File: config.mk
export PLATFORM = sky130hd
export DESIGN_NAME = k_combination_enumerator_unit
export DESIGN_NICKNAME = d
export VERILOG_FILES = /design/src/hdl/kce_pkg.sv /design/src/hdl/k_combination_enumerator_unit.sv
export VERILOG_INCLUDE_DIRS = /design/src /design/src/hdl
export SDC_FILE = /design/constraint.sdc
export NUM_CORES = 1
export LEC_CHECK = 0
export ABC_AREA = 1
export BUFFER_PORTS_ARGS = -buffer_cell sky130_fd_sc_hd__buf_2
export CORE_MARGIN = 2
export CORE_UTILIZATION = 35
export DETAILED_ROUTE_END_ITERATION = 12
export PLACE_DENSITY = 0.53
export SLEW_MARGIN = 20
export SYNTH_ARGS = -nofsm -noshare
export SYNTH_HDL_FRONTEND = slang
export SYNTH_SLANG_ARGS = --single-unit
File: constraint.sdc
create_clock -name clk -period 3.95 [get_ports clk]
set_clock_uncertainty 0.1 [all_clocks]
set_input_delay 0.395 -clock clk [delete_from_list [all_inputs] [get_ports clk]]
set_output_delay 0.395 -clock clk [all_outputs]
set_load 0.02 [all_outputs]
File: src/hdl/k_combination_enumerator_unit_assert.svh
// Assertion macros for the k-combination enumerator.
// Included by the top level; expects a clock named clk and a reset named rst.
`ifndef K_COMBINATION_ENUMERATOR_UNIT_ASSERT_SVH
`define K_COMBINATION_ENUMERATOR_UNIT_ASSERT_SVH

// same-cycle implication
`define KCE_ASSERT_NOW(lbl, ante, cons) \
  lbl: assert property (@(posedge clk) disable iff (rst) (ante) |-> (cons)) \
    else $error("kce assertion failed");

// next-cycle implication
`define KCE_ASSERT_NEXT(lbl, ante, cons) \
  lbl: assert property (@(posedge clk) disable iff (rst) (ante) |=> (cons)) \
    else $error("kce assertion failed");

`endif

File: src/hdl/kce_pkg.sv
// Package for the k-combination enumerator: field widths, defaults,
// register indexes and sequencer states. No dependencies.
package kce_pkg;

  localparam int POS_W     = 6;   // element index width
  localparam int N_W       = 7;   // set_size register width
  localparam int K_W       = 5;   // choose_count register width
  localparam int CFG_W     = 7;   // widest register
  localparam int DEF_MAX_K = 16;
  localparam int DEF_MAX_N = 64;

  typedef enum logic [0:0] {
    REG_SET_SIZE     = 1'b0,
    REG_CHOOSE_COUNT = 1'b1
  } cfg_reg_t;

  typedef enum logic [2:0] {
    ST_IDLE,
    ST_SCAN,
    ST_REFILL,
    ST_EMIT,
    ST_EXH
  } kce_state_t;

endpackage

File: src/hdl/k_combination_enumerator_unit.sv
// Lexicographic k-combination enumerator, one request at a time.
// A first/restart request fills positions 0 to k-1, then k transfers; an
// advance scans down to the pivot, refills from it, then k transfers.
// A bad configuration, or a request past the last subset (full scan), gives
// an exhausted result. Output stalls hold transfers. One shared compare unit.
// Reset: n=1, k=1, first combination pending, no result held.
module k_combination_enumerator_unit #(
  parameter int MAX_K = kce_pkg::DEF_MAX_K,
  parameter int MAX_N = kce_pkg::DEF_MAX_N
) (
  input  logic                      clk,
  input  logic                      rst,
  input  logic                      cfg_write,
  input  logic                      cfg_index,
  input  logic [kce_pkg::CFG_W-1:0] cfg_data,
  input  logic                      req_valid,
  output logic                      req_stall,
  input  logic                      restart,
  output logic                      res_valid,
  input  logic                      res_stall,
  output logic [kce_pkg::POS_W-1:0] index,
  output logic                      last_of_run,
  output logic                      more_left,
  output logic                      exhausted
);
  import kce_pkg::*;

  localparam int PW = (MAX_K > 1) ? $clog2(MAX_K) : 1;

  kce_state_t       state, state_next;
  logic [N_W-1:0]   set_size;
  logic [K_W-1:0]   choose_count;
  logic             first_pending, first_pending_next;
  logic [PW-1:0]    ptr, ptr_next;
  logic [POS_W-1:0] val, val_next;
  logic             more_acc, more_acc_next;
  logic [POS_W-1:0] positions [MAX_K];
  logic [POS_W-1:0] pos_rd;
  logic             pos_we;
  logic             res_valid_next;
  logic [POS_W-1:0] index_next;
  logic             last_next, more_next, exh_next;
  logic             cfg_ok, ptr_last;
  logic [7:0]       pmax, cmp_a;
  logic             cmp_eq;

  assign cfg_ok = (choose_count != '0) && ({1'b0, choose_count} <= 6'(MAX_K)) &&
                  (set_size != '0) && (9'(set_size) <= 9'(MAX_N)) &&
                  (7'(choose_count) <= set_size);

  assign pos_rd   = positions[ptr];
  assign ptr_last = (5'(ptr) == (choose_count - 5'd1));

  // shared unit: compare one value against the ceiling n-k+ptr
  assign pmax   = 8'(set_size) - 8'(choose_count) + 8'(ptr);
  assign cmp_a  = (state == ST_REFILL) ? 8'(val) : 8'(pos_rd);
  assign cmp_eq = (cmp_a == pmax);

  assign req_stall = (state != ST_IDLE);

  always_ff @(posedge clk) begin
    if (rst) begin
      state         <= ST_IDLE;
      set_size      <= N_W'(1);
      choose_count  <= K_W'(1);
      first_pending <= 1'b1;
      res_valid     <= 1'b0;
    end else begin
      state         <= state_next;
      first_pending <= first_pending_next;
      res_valid     <= res_valid_next;
      if (cfg_write) begin
        unique case (cfg_reg_t'(cfg_index))
          REG_SET_SIZE:     set_size     <= cfg_data[N_W-1:0];
          REG_CHOOSE_COUNT: choose_count <= cfg_data[K_W-1:0];
          default: ;
        endcase
      end
    end
  end

  always_ff @(posedge clk) begin
    ptr         <= ptr_next;
    val         <= val_next;
    more_acc    <= more_acc_next;
    index       <= index_next;
    last_of_run <= last_next;
    more_left   <= more_next;
    exhausted   <= exh_next;
    if (pos_we) begin
      positions[ptr] <= val;
    end
  end

  always_comb begin
    state_next         = state;
    first_pending_next = first_pending;
    ptr_next           = ptr;
    val_next           = val;
    more_acc_next      = more_acc;
    pos_we             = 1'b0;
    res_valid_next     = res_valid && res_stall;
    index_next         = index;
    last_next          = last_of_run;
    more_next          = more_left;
    exh_next           = exhausted;

    unique case (state)
      ST_IDLE: begin
        if (req_valid) begin
          if (!cfg_ok) begin
            state_next = ST_EXH;
          end else if (restart || first_pending) begin
            first_pending_next = 1'b0;
            ptr_next           = '0;
            val_next           = '0;
            more_acc_next      = 1'b0;
            state_next         = ST_REFILL;
          end else begin
            ptr_next   = PW'(choose_count - 5'd1);
            state_next = ST_SCAN;
          end
        end
      end
      ST_SCAN: begin
        // walk left to the rightmost position below its ceiling
        if (!cmp_eq) begin
          val_next      = pos_rd + POS_W'(1);
          more_acc_next = (ptr != '0);
          state_next    = ST_REFILL;
        end else if (ptr == '0) begin
          state_next = ST_EXH;
        end else begin
          ptr_next = ptr - PW'(1);
        end
      end
      ST_REFILL: begin
        pos_we        = 1'b1;
        more_acc_next = more_acc || !cmp_eq;
        val_next      = val + POS_W'(1);
        if (ptr_last) begin
          ptr_next   = '0;
          state_next = ST_EMIT;
        end else begin
          ptr_next = ptr + PW'(1);
        end
      end
      ST_EMIT: begin
        if (!res_valid || !res_stall) begin
          res_valid_next = 1'b1;
          index_next     = pos_rd;
          last_next      = ptr_last;
          more_next      = more_acc;
          exh_next       = 1'b0;
          if (ptr_last) begin
            state_next = ST_IDLE;
          end else begin
            ptr_next = ptr + PW'(1);
          end
        end
      end
      ST_EXH: begin
        if (!res_valid || !res_stall) begin
          res_valid_next = 1'b1;
          index_next     = '0;
          last_next      = 1'b1;
          more_next      = 1'b0;
          exh_next       = 1'b1;
          state_next     = ST_IDLE;
        end
      end
      default: state_next = ST_IDLE;
    endcase

    if (cfg_write) begin
      first_pending_next = 1'b1;
    end
  end

`include "k_combination_enumerator_unit_assert.svh"

  `KCE_ASSERT_NOW(a_exh_shape, res_valid && exhausted,
                  index == '0 && last_of_run && !more_left)
  `KCE_ASSERT_NEXT(a_bad_cfg_exh, req_valid && !req_stall && !cfg_ok, state == ST_EXH)
  `KCE_ASSERT_NOW(a_ptr_in_run, state == ST_EMIT || state == ST_REFILL,
                  5'(ptr) < choose_count)

endmodule
After elaboration in Yosys (flattened, before gate mapping)

Memory sizes are Yosys's and may differ from the RTL's. A register that Yosys moved wholly into a read port is not among the register bits.
Index checks and enable logic that the tools add are counted.

Input port bits: 14
Memories kept: 1
Word-level logic and storage cells: 117
Flip-flop bits (word level): 37
Output and inout port bits: 11
Memory bits (writable): 96

Bitwise logic cells: 1
Add/sub/neg operators: 7
Reductions and logical operators: 29
Magnitude comparators: 3
Equality and inequality tests: 18
Mux-type cells: 46

Memories:

| memory    | words | bits a word | rd ports | clocked after Yosys merged registers in | wr ports | line                                | RTL |
|---|---|---|---|---|---|---|---|
| positions | 16    | 6           | 1        | 1                                       | 1        | k_combination_enumerator_unit.sv:37 | `logic [POS_W-1:0] positions [MAX_K];` |

Operator list:

| operator                                            | number |
|---|---|
| two-way mux 6 bit                                   | 7 |
| two-way mux 4 bit                                   | 9 |
| two-way mux 3 bit                                   | 8 |
| != test 2 bit, second input constant                | 11 |
| case mux 6 bit (3 select lines)                     | 1 |
| case mux 4 bit (4 select lines)                     | 1 |
| case mux 3 bit (5 select lines)                     | 1 |
| two-way mux 1 bit                                   | 13 |
| adder 6 x 1 -> 6 bit, second input constant         | 2 |
| case mux 6 bit (2 select lines)                     | 1 |
| adder 8 x 4 -> 8 bit                                | 1 |
| equality test 6 x 8 -> 1 bit                        | 1 |
| nonzero test 4 bit                                  | 2 |
| subtractor 7 x 5 -> 8 bit                           | 1 |
| <= comparator 5 x 7 -> 1 bit                        | 1 |
| <= comparator 7 bit, second input constant          | 1 |
| AND reduction 7 bit                                 | 1 |
| nonzero test 7 bit                                  | 1 |
| equality test 3 x 2 -> 1 bit, second input constant | 2 |
| case mux 1 bit (2 select lines)                     | 3 |
| AND reduction 6 bit                                 | 1 |
| nonzero test 3 bit                                  | 2 |
| equality test 4 x 5 -> 1 bit                        | 1 |
| <= comparator 5 bit, second input constant          | 1 |
| 21 further kinds                                    | 31 |

Longest topological paths before layout

Word-level depth: 9
Depth in mapped cells: 20
Depth with buffers taken out: 18

Worst setup path before layout

Ideal clock, no wire load.

Path kind: reg2reg
From: register ptr[2]
To: register more_acc (enable)
Setup slack: 0.537 ns
Period minus slack after synthesis: 3.413 ns
Required time: 3.477 ns
Arrival time: 2.940 ns
Setup time: 0.373 ns
Path buffers: 1
Stages on the path, launching flop included: 17
Cells stage by stage: edfxtp_1 > clkbuf_1 > inv_1 > fa_1 > inv_1 > ha_1 > a21oi_1 > nand2_1 > a21oi_1 > xor2_1 > nand3_1 > nand2_1 > nand2_2 > nor2_4 > nand2_2 > nand2_1 > a21oi_1

Word-level cells in the longest chain between the ends: 4

Ends and longest elaborated chain:

| element                       | line                                | RTL |
|---|---|---|
| start, declared               | k_combination_enumerator_unit.sv:34 | `logic [PW-1:0] ptr, ptr_next;` |
| start signal, assigned        | k_combination_enumerator_unit.sv:83 | `ptr <= ptr_next;` |
| adder 8 x 4 -> 8 bit          | k_combination_enumerator_unit.sv:55 | `assign pmax = 8'(set_size) - 8'(choose_count) + 8'(ptr);` |
| equality test 6 x 8 -> 1 bit  | k_combination_enumerator_unit.sv:57 | `assign cmp_eq = (cmp_a == pmax);` |
| != test 2 bit (no line)       | --                                  |  |
| AND reduction 5 bit (no line) | --                                  |  |
| end signal, assigned          | k_combination_enumerator_unit.sv:85 | `more_acc <= more_acc_next;` |
| end, declared                 | k_combination_enumerator_unit.sv:36 | `logic more_acc, more_acc_next;` |

Every way passes these cells.
A chain may end at the register's enable or synchronous reset.

Worst setup path in the final report

From: register ptr[2]
To: register ptr[0] (enable)

Word-level cells in the longest chain between the ends: 4
Elaborated cells on any way between the ends: 8
Those cells by class: 1 x add/sub; 5 x eq/ne; 2 x reduce/logical

Ends and longest elaborated chain:

| element                         | line |
|---|---|
| adder 8 x 4 -> 8 bit            | k_combination_enumerator_unit.sv:55 |
| equality test 6 x 8 -> 1 bit    | k_combination_enumerator_unit.sv:57 |
| != test 2 bit (no line)         | -- |
| AND reduction 7 bit (no line) * | -- |

Mark *: on every way between the ends. The rest lies on a longest branch, timed or not.

==> impl_metrics.toml <==
[sta]
period_minus_slack_ns = 3.47
hold_violations = 0
rsz0062_at_grt = "false"
post-route-period-util = 0.879
final_max_slew_viol_count = 0
setup_viol = 0
max_slew_margin = 0.444
fmax_ghz = 0.288
tightest_slew_ns = 0.830
tns_ns = 0

[floorplan]
die_area_um2 = 21100
io_pins = 25
core-area_um2 = 19500
die_h_um = 145
start_util = 0.358
num_rows = 51
die_width_um = 145

[cts]
cts_resized = 0
cts_buffer_depth = 2
cts_sinks = 137
hold_buffers = 0
clkTransAtPathRegs_ns = 0.07
cts_buffers = 17
root_buffer = "clkbuf_16"
clk_latency_ns = 0.43
cts_tree = "yes"
cts_setup_buffers = 0
htree_levels = 4

[synthesis]
async_flop_share = 0
synth.most_common_cell = "nand2_1"
synth.largest_area_cell = "edfxtp_1"
netlist.area_leader.share = 0.499
synth.distinct_cells = 37
synth_seq_cells = 137
synth_area_um2 = 6990
ys_seq_area_frac = 0.559
ys.flop_type = "edfxtp_1"
ys_top_cells_by_count = "nand2_1, edfxtp_1, inv_1"
avgSynthCellArea_um2 = 9.51
synth_top_family_by_area = "simple AND/OR/NAND/NOR gates"
syn_inst = 735
syn_nets = 775
yosys.area_share.simple = 0.224
synthAdderAreaFrac = 0.0509
synth_edf_count = 116
synth_area_leaders = "edfxtp_1, nand2_1, dfxtp_1"
muxShareOfSynthArea = 0
yosys_warnings = 0
yosys.area_share.xor_xnor = 0.0201
synth_compound_area_frac = 0.0663

[cells_and_area]
area_growth_pct = 14.0
antennaDiodeCount = 0
fin_nets = 802
regArea_um2 = 3910
drive_above_1_share = 0.124
fillers = 1953
multi_input_area_um2 = 2520
finalInstanceArea_um2 = 7970

[placement]
dp_hpwl_mm = 11.2
port_buffers = 24
place_area_um2 = 7300
gp_congestion = 0.874

[worst_setup_path]
cp_max_fo = 12
cpPeakStageDelay_ns = 0.52
crit_path_top_delay_cell = "edfxtp_1"
crit_family = "adder cells"
crit_arrival_ns = 3.45
path_class = "register to register"
start_kind = "register"
crit_buf_inv = 2
worstPathRequired_ns = 3.93
worst_setup_path_end_kind = "register"
crit_chain = "inv_1, fa_1, inv_1, ha_1, a21oi_1, nand2_1, a21oi_1, xor2_1, nand3_1, nand2_1, nand2_2, nor2_4, nand2_2, a21oi_4"

[pwr]
irDropWorstVdd_v = 0.000457
powerDensity_nw_per_um2 = 839
p_leak_nw = 3.34

[route]
first_pass_iters = 5
num_vias = 4893
wl_per_cell_um = 15.8
postRouteAntennaNets = 0
drc_errors = 0
initialDrtViolationCount = 299
drt_wl_total_mm = 16.5
via_per_inst = 4.70

[global_route]
grt_pass1_vias = 4687
grt_pass1_wl_mm = 26.3
grt_util_all_layers = 0.162
antenna_found_initial = 0
grt.overflow.total = 0
grt_max_degree = 43

[run]
cap_violations = 0

[status]
outcome = "completed"

[hold_path]
hold_path_class = "input pin to register"
==> report_power, final <==
part	switching [mW]	internal (mW)	leakage, nW
Sequential	0.318	1.97	1.23
Clock	0.658	1.14	0.323
Combinational	1.75	0.844	1.78
Total	2.73	3.95	3.34
==> cells by family (layout without fill, tap and decap cells) <==
group	after synthesis	in the layout
simple gates	354	354
buf+inv	121	161
fa+ha+maj	26	26
xor+xnor	16	16
compound gates	81	81
flops	137	137
==> layer usage <==
metal,track usage,wire [um]
met5,0,0
met4,0.0461,220
met3,0.0340,443
met2,0.258,7790
met1,0.223,8000
==> cell usage in the layout (no fill, tap or decap), drive strengths merged, types with 4 or more instances in the layout <==
cell    synthesis  layout
nor2           68      68
a21oi          30      30
nand2         186     186
nand4           5       5
or2             7       7
clkinv          0       6
bufinv          0       5
o21ai          34      34
edfxtp        116     116
inv            98     102
dfxtp          21      21
xor2           13      13
fa              4       4
ha             22      22
o211ai          8       8
clkbuf          5      17
buf            18      31
nand3          85      85
==> state kept, by name, indices dropped and copies added (netlist names), named ones only <==
register and count:
positions 96, set_size 7, index 6, val 6
choose_count 5, ptr 4, state 3, exhausted 1
first_pending 1, last_of_run 1, more_acc 1, more_left 1
res_valid 1
==> final cells by class <==
cell class,count,area share
sequential,137,0.490
multi-input combinational,477,0.316
clock buffer,17,0.0534
inverter,98,0.0468
tap,265,0.0416
clock inverter,15,0.0298
timing repair buffer,31,0.0217
==> worst paths after layout <==
check	slack, ns	end	startpoint	depth (start not counted)
setup / recovery	0.48	ptr[0]	ptr[2]	14
setup reg to reg	0.48	ptr[0]	ptr[2]	14
hold / removal	0.1	state[1]	rst	2
hold reg to reg	0.37	first_pending	first_pending	2
==> per-stage QoR <==
step	total power [mW]	hold slack, ns	std cells	utilization	setup slack [ns]
3_5_place_dp	4.92	0.352	1008	0.374	0.493
4_1_cts	6.72	0.0719	1040	0.408	0.477
6_report	6.68	0.0961	1040	0.408	0.478
2_1_floorplan	4.21	0.330	735	-	0.537
3_3_place_gp	4.90	0.351	1008	0.374	0.589
5_1_grt	7.18	0.0810	1040	0.408	0.267
No activity file was read; power rests on OpenSTA's default activity.
